## src/bss_pkg.sv

```systemverilog
// Shared types and codes for the bounded stack with search.
`default_nettype none

package bss_pkg;

    localparam int WORD_W = 32;
    localparam int CMD_W  = 3;
    localparam int STAT_W = 2;

    // Command codes
    localparam logic [CMD_W-1:0] CMD_PUSH   = 3'd0;
    localparam logic [CMD_W-1:0] CMD_POP    = 3'd1;
    localparam logic [CMD_W-1:0] CMD_PEEK   = 3'd2;
    localparam logic [CMD_W-1:0] CMD_SEARCH = 3'd3;
    localparam logic [CMD_W-1:0] CMD_CLEAR  = 3'd4;

    // Status codes
    localparam logic [STAT_W-1:0] STAT_OK       = 2'd0;
    localparam logic [STAT_W-1:0] STAT_FULL     = 2'd1;
    localparam logic [STAT_W-1:0] STAT_EMPTY    = 2'd2;
    localparam logic [STAT_W-1:0] STAT_NOTFOUND = 2'd3;

    typedef logic signed [WORD_W-1:0] word_t;

    typedef enum logic [1:0] {
        S_IDLE,
        S_EXEC,
        S_READ,
        S_SEARCH
    } state_t;

endpackage

`default_nettype wire

```

## src/bss_mem.sv

```systemverilog
// Stack storage: one write port, one read port with registered read data.
`default_nettype none

module bss_mem
    import bss_pkg::*;
#(
    parameter int DEPTH = 64,
    parameter int AW    = 6
)
(
    input  wire logic          clk,
    input  wire logic          we,
    input  wire logic [AW-1:0] waddr,
    input  wire word_t         wdata,
    input  wire logic          re,
    input  wire logic [AW-1:0] raddr,
    output word_t              rdata
);

    word_t store_mem [DEPTH];
    word_t rdata_reg;

    // Write port
    always_ff @(posedge clk)
    begin
        if (we)
        begin
            store_mem[waddr] <= wdata;
        end
    end

    // Read port, registered read data
    always_ff @(posedge clk)
    begin
        if (re)
        begin
            rdata_reg <= store_mem[raddr];
        end
    end

    assign rdata = rdata_reg;

endmodule

`default_nettype wire

```

## src/bss_ctrl.sv

```systemverilog
// Command sequencer: fill count, memory access and the top-down search walk.
`default_nettype none

module bss_ctrl
    import bss_pkg::*;
#(
    parameter int DEPTH = 64,
    parameter int AW    = 6,
    parameter int CW    = 7
)
(
    input  wire logic              clk,
    input  wire logic              rst_n,
    input  wire logic              start,
    output logic                   busy,
    input  wire logic [CMD_W-1:0]  command,
    input  wire word_t             value,
    output logic                   done,
    output logic [STAT_W-1:0]      status,
    output word_t                  data,
    output logic [CW-1:0]          position,
    output logic [CW-1:0]          depth,
    output logic                   is_empty,
    // memory side
    output logic                   mem_we,
    output logic [AW-1:0]          mem_waddr,
    output word_t                  mem_wdata,
    output logic                   mem_re,
    output logic [AW-1:0]          mem_raddr,
    input  wire word_t             mem_rdata
);

    state_t             state_reg,  state_next;
    logic [CMD_W-1:0]   cmd_reg,    cmd_next;
    word_t              val_reg,    val_next;
    logic [CW-1:0]      count_reg,  count_next;
    logic [CW-1:0]      idx_reg,    idx_next;
    logic               done_reg,   done_next;
    logic [STAT_W-1:0]  status_reg, status_next;
    word_t              data_reg,   data_next;
    logic [CW-1:0]      pos_reg,    pos_next;

    logic [CW-1:0]      cnt_inc;
    logic [CW-1:0]      cnt_dec;
    logic [CW-1:0]      idx_dec;
    logic [CW-1:0]      idx_dec2;

    assign cnt_inc  = count_reg + CW'(1);
    assign cnt_dec  = count_reg - CW'(1);
    assign idx_dec  = idx_reg - CW'(1);
    assign idx_dec2 = idx_reg - CW'(2);

    // Control registers
    always_ff @(posedge clk or negedge rst_n)
    begin
        if (!rst_n)
        begin
            state_reg <= S_IDLE;
            count_reg <= '0;
            done_reg  <= 1'b0;
        end
        else
        begin
            state_reg <= state_next;
            count_reg <= count_next;
            done_reg  <= done_next;
        end
    end

    // Payload registers
    always_ff @(posedge clk)
    begin
        cmd_reg    <= cmd_next;
        val_reg    <= val_next;
        idx_reg    <= idx_next;
        status_reg <= status_next;
        data_reg   <= data_next;
        pos_reg    <= pos_next;
    end

    // Next state and memory control
    always_comb
    begin
        state_next  = state_reg;
        cmd_next    = cmd_reg;
        val_next    = val_reg;
        count_next  = count_reg;
        idx_next    = idx_reg;
        done_next   = 1'b0;
        status_next = STAT_OK;
        data_next   = '0;
        pos_next    = '0;
        mem_we      = 1'b0;
        mem_waddr   = count_reg[AW-1:0];
        mem_wdata   = val_reg;
        mem_re      = 1'b0;
        mem_raddr   = cnt_dec[AW-1:0];

        unique case (state_reg)
            S_IDLE:
            begin
                if (start)
                begin
                    cmd_next   = command;
                    val_next   = value;
                    state_next = S_EXEC;
                end
            end

            S_EXEC:
            begin
                unique case (cmd_reg) inside
                    CMD_PUSH:
                    begin
                        state_next = S_IDLE;
                        done_next  = 1'b1;
                        if (count_reg == CW'(DEPTH))
                        begin
                            status_next = STAT_FULL;
                        end
                        else
                        begin
                            mem_we     = 1'b1;
                            count_next = cnt_inc;
                        end
                    end

                    CMD_POP, CMD_PEEK:
                    begin
                        if (count_reg == '0)
                        begin
                            status_next = STAT_EMPTY;
                            done_next   = 1'b1;
                            state_next  = S_IDLE;
                        end
                        else
                        begin
                            mem_re     = 1'b1;
                            state_next = S_READ;
                            if (cmd_reg == CMD_POP)
                            begin
                                count_next = cnt_dec;
                            end
                        end
                    end

                    CMD_SEARCH:
                    begin
                        if (count_reg == '0)
                        begin
                            status_next = STAT_NOTFOUND;
                            done_next   = 1'b1;
                            state_next  = S_IDLE;
                        end
                        else
                        begin
                            // start at the top entry
                            mem_re     = 1'b1;
                            idx_next   = count_reg;
                            state_next = S_SEARCH;
                        end
                    end

                    CMD_CLEAR:
                    begin
                        count_next = '0;
                        done_next  = 1'b1;
                        state_next = S_IDLE;
                    end

                    default:
                    begin
                        // unused codes do nothing
                        done_next  = 1'b1;
                        state_next = S_IDLE;
                    end
                endcase
            end

            S_READ:
            begin
                data_next  = mem_rdata;
                done_next  = 1'b1;
                state_next = S_IDLE;
            end

            S_SEARCH:
            begin
                // read data holds the entry at idx_reg - 1
                if (mem_rdata == val_reg)
                begin
                    pos_next   = idx_reg;
                    done_next  = 1'b1;
                    state_next = S_IDLE;
                end
                else if (idx_reg == CW'(1))
                begin
                    status_next = STAT_NOTFOUND;
                    done_next   = 1'b1;
                    state_next  = S_IDLE;
                end
                else
                begin
                    mem_re    = 1'b1;
                    mem_raddr = idx_dec2[AW-1:0];
                    idx_next  = idx_dec;
                end
            end

            default:
            begin
                state_next = S_IDLE;
            end
        endcase
    end

    assign busy     = (state_reg != S_IDLE);
    assign done     = done_reg;
    assign status   = status_reg;
    assign data     = data_reg;
    assign position = pos_reg;
    assign depth    = count_reg;
    assign is_empty = (count_reg == '0);

endmodule

`default_nettype wire

```

## src/bounded_stack_with_search_unit.sv

```systemverilog
// Top level: bounded LIFO stack of signed words with a top-down search.
// Steps from accepted start to done strobe: push, clear, unused codes, errors
// and a search of an empty stack end in EXEC; pop and peek add READ (one memory read).
// A search comparing k entries (1..DEPTH) walks down from the top, one read per cycle.
// One command at a time: busy drops with done, so the next beat may follow at once;
// the receiver cannot stall. Reset clears state, fill count and done, not the store.
`default_nettype none

module bounded_stack_with_search_unit
    import bss_pkg::*;
#(
    parameter int DEPTH = 64
)
(
    input  wire logic                         clk,
    input  wire logic                         rst_n,
    input  wire logic                         start,
    output logic                              busy,
    input  wire logic [CMD_W-1:0]             command,
    input  wire word_t                        value,
    output logic                              done,
    output logic [STAT_W-1:0]                 status,
    output word_t                             data,
    output logic [$clog2(DEPTH+1)-1:0]        position,
    output logic [$clog2(DEPTH+1)-1:0]        depth,
    output logic                              is_empty
);

    localparam int AW = $clog2(DEPTH);
    localparam int CW = $clog2(DEPTH + 1);

    logic          mem_we;
    logic [AW-1:0] mem_waddr;
    word_t         mem_wdata;
    logic          mem_re;
    logic [AW-1:0] mem_raddr;
    word_t         mem_rdata;

    // Sequencer
    bss_ctrl #(
        .DEPTH (DEPTH),
        .AW    (AW),
        .CW    (CW)
    ) u_ctrl (
        .clk       (clk),
        .rst_n     (rst_n),
        .start     (start),
        .busy      (busy),
        .command   (command),
        .value     (value),
        .done      (done),
        .status    (status),
        .data      (data),
        .position  (position),
        .depth     (depth),
        .is_empty  (is_empty),
        .mem_we    (mem_we),
        .mem_waddr (mem_waddr),
        .mem_wdata (mem_wdata),
        .mem_re    (mem_re),
        .mem_raddr (mem_raddr),
        .mem_rdata (mem_rdata)
    );

    // Storage
    bss_mem #(
        .DEPTH (DEPTH),
        .AW    (AW)
    ) u_mem (
        .clk   (clk),
        .we    (mem_we),
        .waddr (mem_waddr),
        .wdata (mem_wdata),
        .re    (mem_re),
        .raddr (mem_raddr),
        .rdata (mem_rdata)
    );

endmodule

`default_nettype wire
```

## config.mk

```make
export PLATFORM = sky130hd
export DESIGN_NAME = bounded_stack_with_search_unit
export DESIGN_NICKNAME = d
export VERILOG_FILES = /design/src/bss_pkg.sv /design/src/bss_mem.sv /design/src/bss_ctrl.sv /design/src/bounded_stack_with_search_unit.sv
export SDC_FILE = /design/constraint.sdc
export NUM_CORES = 2
export LEC_CHECK = 0
export BUFFER_PORTS_ARGS = -buffer_cell sky130_fd_sc_hd__buf_2
export CAP_MARGIN = 20
export CORE_UTILIZATION = 40
export CTS_BUF_LIST = sky130_fd_sc_hd__clkbuf_8
export CTS_CLUSTER_SIZE = 12
export DETAILED_ROUTE_END_ITERATION = 10
export PLACE_DENSITY = 0.62
export SLEW_MARGIN = 15
export SYNTH_ARGS = -nofsm -noshare
export SYNTH_HDL_FRONTEND = slang
export SYNTH_HIERARCHICAL = 1
export SYNTH_SLANG_ARGS = --single-unit
```

## constraint.sdc

```tcl
create_clock -name clk -period 11.7 [get_ports clk]
set_input_delay 1.755 -clock clk [delete_from_list [all_inputs] [get_ports clk]]
set_output_delay 1.755 -clock clk [all_outputs]
set_load 0.01 [all_outputs]
```

==> flow_metrics.tcl <==
set metrics [dict create \
    antenna_found_initial 7 \
    dpl_cell_area_sq_um 87370 \
    grtUsageTotal 0.2164 \
    yosysUniqueCellTypes 58 \
    arrival_ns 8.28 \
    numCtsBuffers 356 \
    clock_skew_ns 0.08002 \
    area_growth_pct 13.12 \
    overflow 0 \
    numPortBuffers 88 \
    hold_buffers 0 \
    cts_root_buf "clkbuf_8" \
    antenna_left 0 \
    synth_common_cells "2122 x edfxtp_1, 544 x mux4_2, 148 x nor2_1" \
    ys.warnings.count 6 \
    fmax_ghz 0.1326 \
    synth_area_sq_um 82790 \
    fin_area_sq_um 93650 \
    period_share 0.6445 \
    hold_viol 0 \
    netlist_instances 3661 \
    fin_nets 4088 \
    gp_congestion 0.7931 \
    synth_top_area_cell "edfxtp_1" \
    path_cells "buf_4, xor2_1, nor4_1, nand4_1, o21ai_2, mux2i_4, buf_16, buf_12, buf_4, mux4_2, mux4_2, o22ai_1, nor2_1" \
    cp.required_ns 12.44 \
    post_cts_resized 0 \
    largest_reg_flops 2048 \
    die_x_um 456.9 \
    fin_ws_ns 4.159 \
    drv_cap 0 \
    rows 166 \
    syn-num-nets 3705 \
    synth.most_common_cell "edfxtp_1" \
    viasPerCell 5.923 \
    crit_slowest_cell "o21ai_2" \
    drc_errors 0 \
    h-tree-depth 5 \
    fp.dieH_um 456.9 \
    maxSlewViolCount 0 \
    routed_wirelength_um 228000 \
    setup_tns_ns 0 \
    synth-async-reset-ratio 0.004602 \
    grt_max_degree 102 \
    grt_pass1_wl_um 315800 \
    clk_pin_slew_worst_paths_ns 0.06 \
    min_period_ns 7.541 \
    synth-edff-count 2122 \
    drt-pass1-iter-count 5 \
    cp_max_fo 101 \
    pre_cts_ws_ns 4.163 \
    drive_gt1_frac 0.2974 \
    p_leak_nw 29.76 \
    status "completed" \
    max_stage_delay_ns 1.02 \
    wire_per_inst_um 32.60 \
    yosysSeqAreaShare 0.7826 \
    cts_tree "done" \
    clk_path_buf_depth 4 \
    tightest_slew_ns 1.053 \
    dp_hpwl_um 113000 \
    yosys-top-cells-area "edfxtp_1 77%, mux4_2 15%, mux2i_1 1.2%, dfxtp_1 0.99%, nor2_1 0.67%" \
    crit_path_start_kind "register" \
    synth_area_per_cell_sq_um 22.61 \
    regMostFlops "u_mem/store_mem" \
    synth_ff_type "edfxtp_1" \
    fin_util 0.4564 \
    start_util 0.4034 \
    coreArea_sq_um 205200 \
    ys_seq_elements 2173 \
    clock_latency_ns 1.06 \
    post_cts_buffers 0 \
    final-setup-viol-count 0 \
    grt_pass1_vias 41170 \
    num-fill-cells 17030 \
    ir_worst_vdd_mv 0.2805 \
    numClockSinks 2173 \
    power_density_nw_per_um2 268.5 \
    grt_setup_unrepaired "no" \
    end_kind "register" \
    critical_path_class "reg -> reg" \
    hold_class "reg -> reg" \
    first_iter_violations 5414 \
    dr_total_vias 41420 \
    io_pins 89 \
    synth_top_area_frac 0.7697 \
    die_area_sq_um 208800 \
    max_slew_margin 0.2980 \
    power.total_mw 25.15 \
]
## worst max-delay path, delay by kind of cell, from the launching register on
family,cells,cell delay (ns)
flops,1,0.34
xor+xnor,1,0.15
simple gates,3,1.55
compound gates,2,1.18
buf+inv,4,2.08
mux,3,1.75
## power by group
group | leakage (nW) | switching (mW) | internal [mW]
Combinational | 6.59 | 5.76 | 3.92
Clock | 3.62 | 2.90 | 3.08
Sequential | 19.5 | 0.256 | 9.23
## final timing paths
kind,startpoint,endpoint,slack (ns),depth (start not counted)
hold reg to reg,u_ctrl/idx_reg[6],u_ctrl/position[6],0.54,1
hold / removal,u_ctrl/idx_reg[6],u_ctrl/position[6],0.54,1
setup / recovery,u_ctrl/mem_wdata[11],u_mem/rdata[1],4.16,13
setup reg to reg,u_ctrl/mem_wdata[11],u_mem/rdata[1],4.16,13
min in group asynchronous,rst_n,u_ctrl/depth[6],0.59,1
max in group asynchronous,rst_n,u_ctrl/state_reg[0],10.90,1
## cell families (layout without fill, tap and decap cells)
group,after synthesis,in the layout,share of synthesized area
fa+ha+maj,6,6,0.0009068
buf+inv,214,847,0.01266
simple gates,328,328,0.01909
mux,645,645,0.1602
flops,2173,2173,0.7826
compound gates,249,249,0.01965
xor+xnor,46,46,0.004867
other cells,0,11,0
## layout by cell type (no fill, tap or decap), types with 66 or more instances in the layout
cell      netlist  final
edfxtp_1     2122   2122
mux4_2        544    544
clkbuf_8        0    362
buf_4          31    133
inv_1           8    123
mux2i_1       101     95
buf_2          61     88
nor2_1        148     85
o22ai_1        84     84
clkinv_1        0     77
a21oi_1        66     66
## cell type report
cell class	count	area [sq um]	area share
inverter	8	30.03	0.0003207
sequential	2173	64790	0.6919
tap	2688	3363	0.03591
clock buffer	362	4982	0.05320
multi-input combinational	1274	17530	0.1872
clock inverter	246	1266	0.01352
antenna	11	27.53	0.0002939
timing repair buffer	231	1654	0.01766
## per-layer routing
| metal | vias to the layer above | GRT usage | part of all wire |
|---|---|---|---|
| li1 | 16280 | - | - |
| met1 | 22460 | 0.2972 | 0.39 |
| met2 | 2293 | 0.3468 | 0.48 |
| met3 | 393 | 0.03986 | 0.091 |
| met4 | 2 | 0.07641 | 0.033 |
| met5 | - | 0 | 0.000057 |
## through the flow
stage	hold WS, ns	instances
final	0.5402	6993
after global routing	0.5513	6990
after CTS	0.5148	6982
after detailed placement	0.5292	6374
after global placement	0.5259	6371
after floorplan	0.4699	3661
Power figures use the tool's default switching activity.
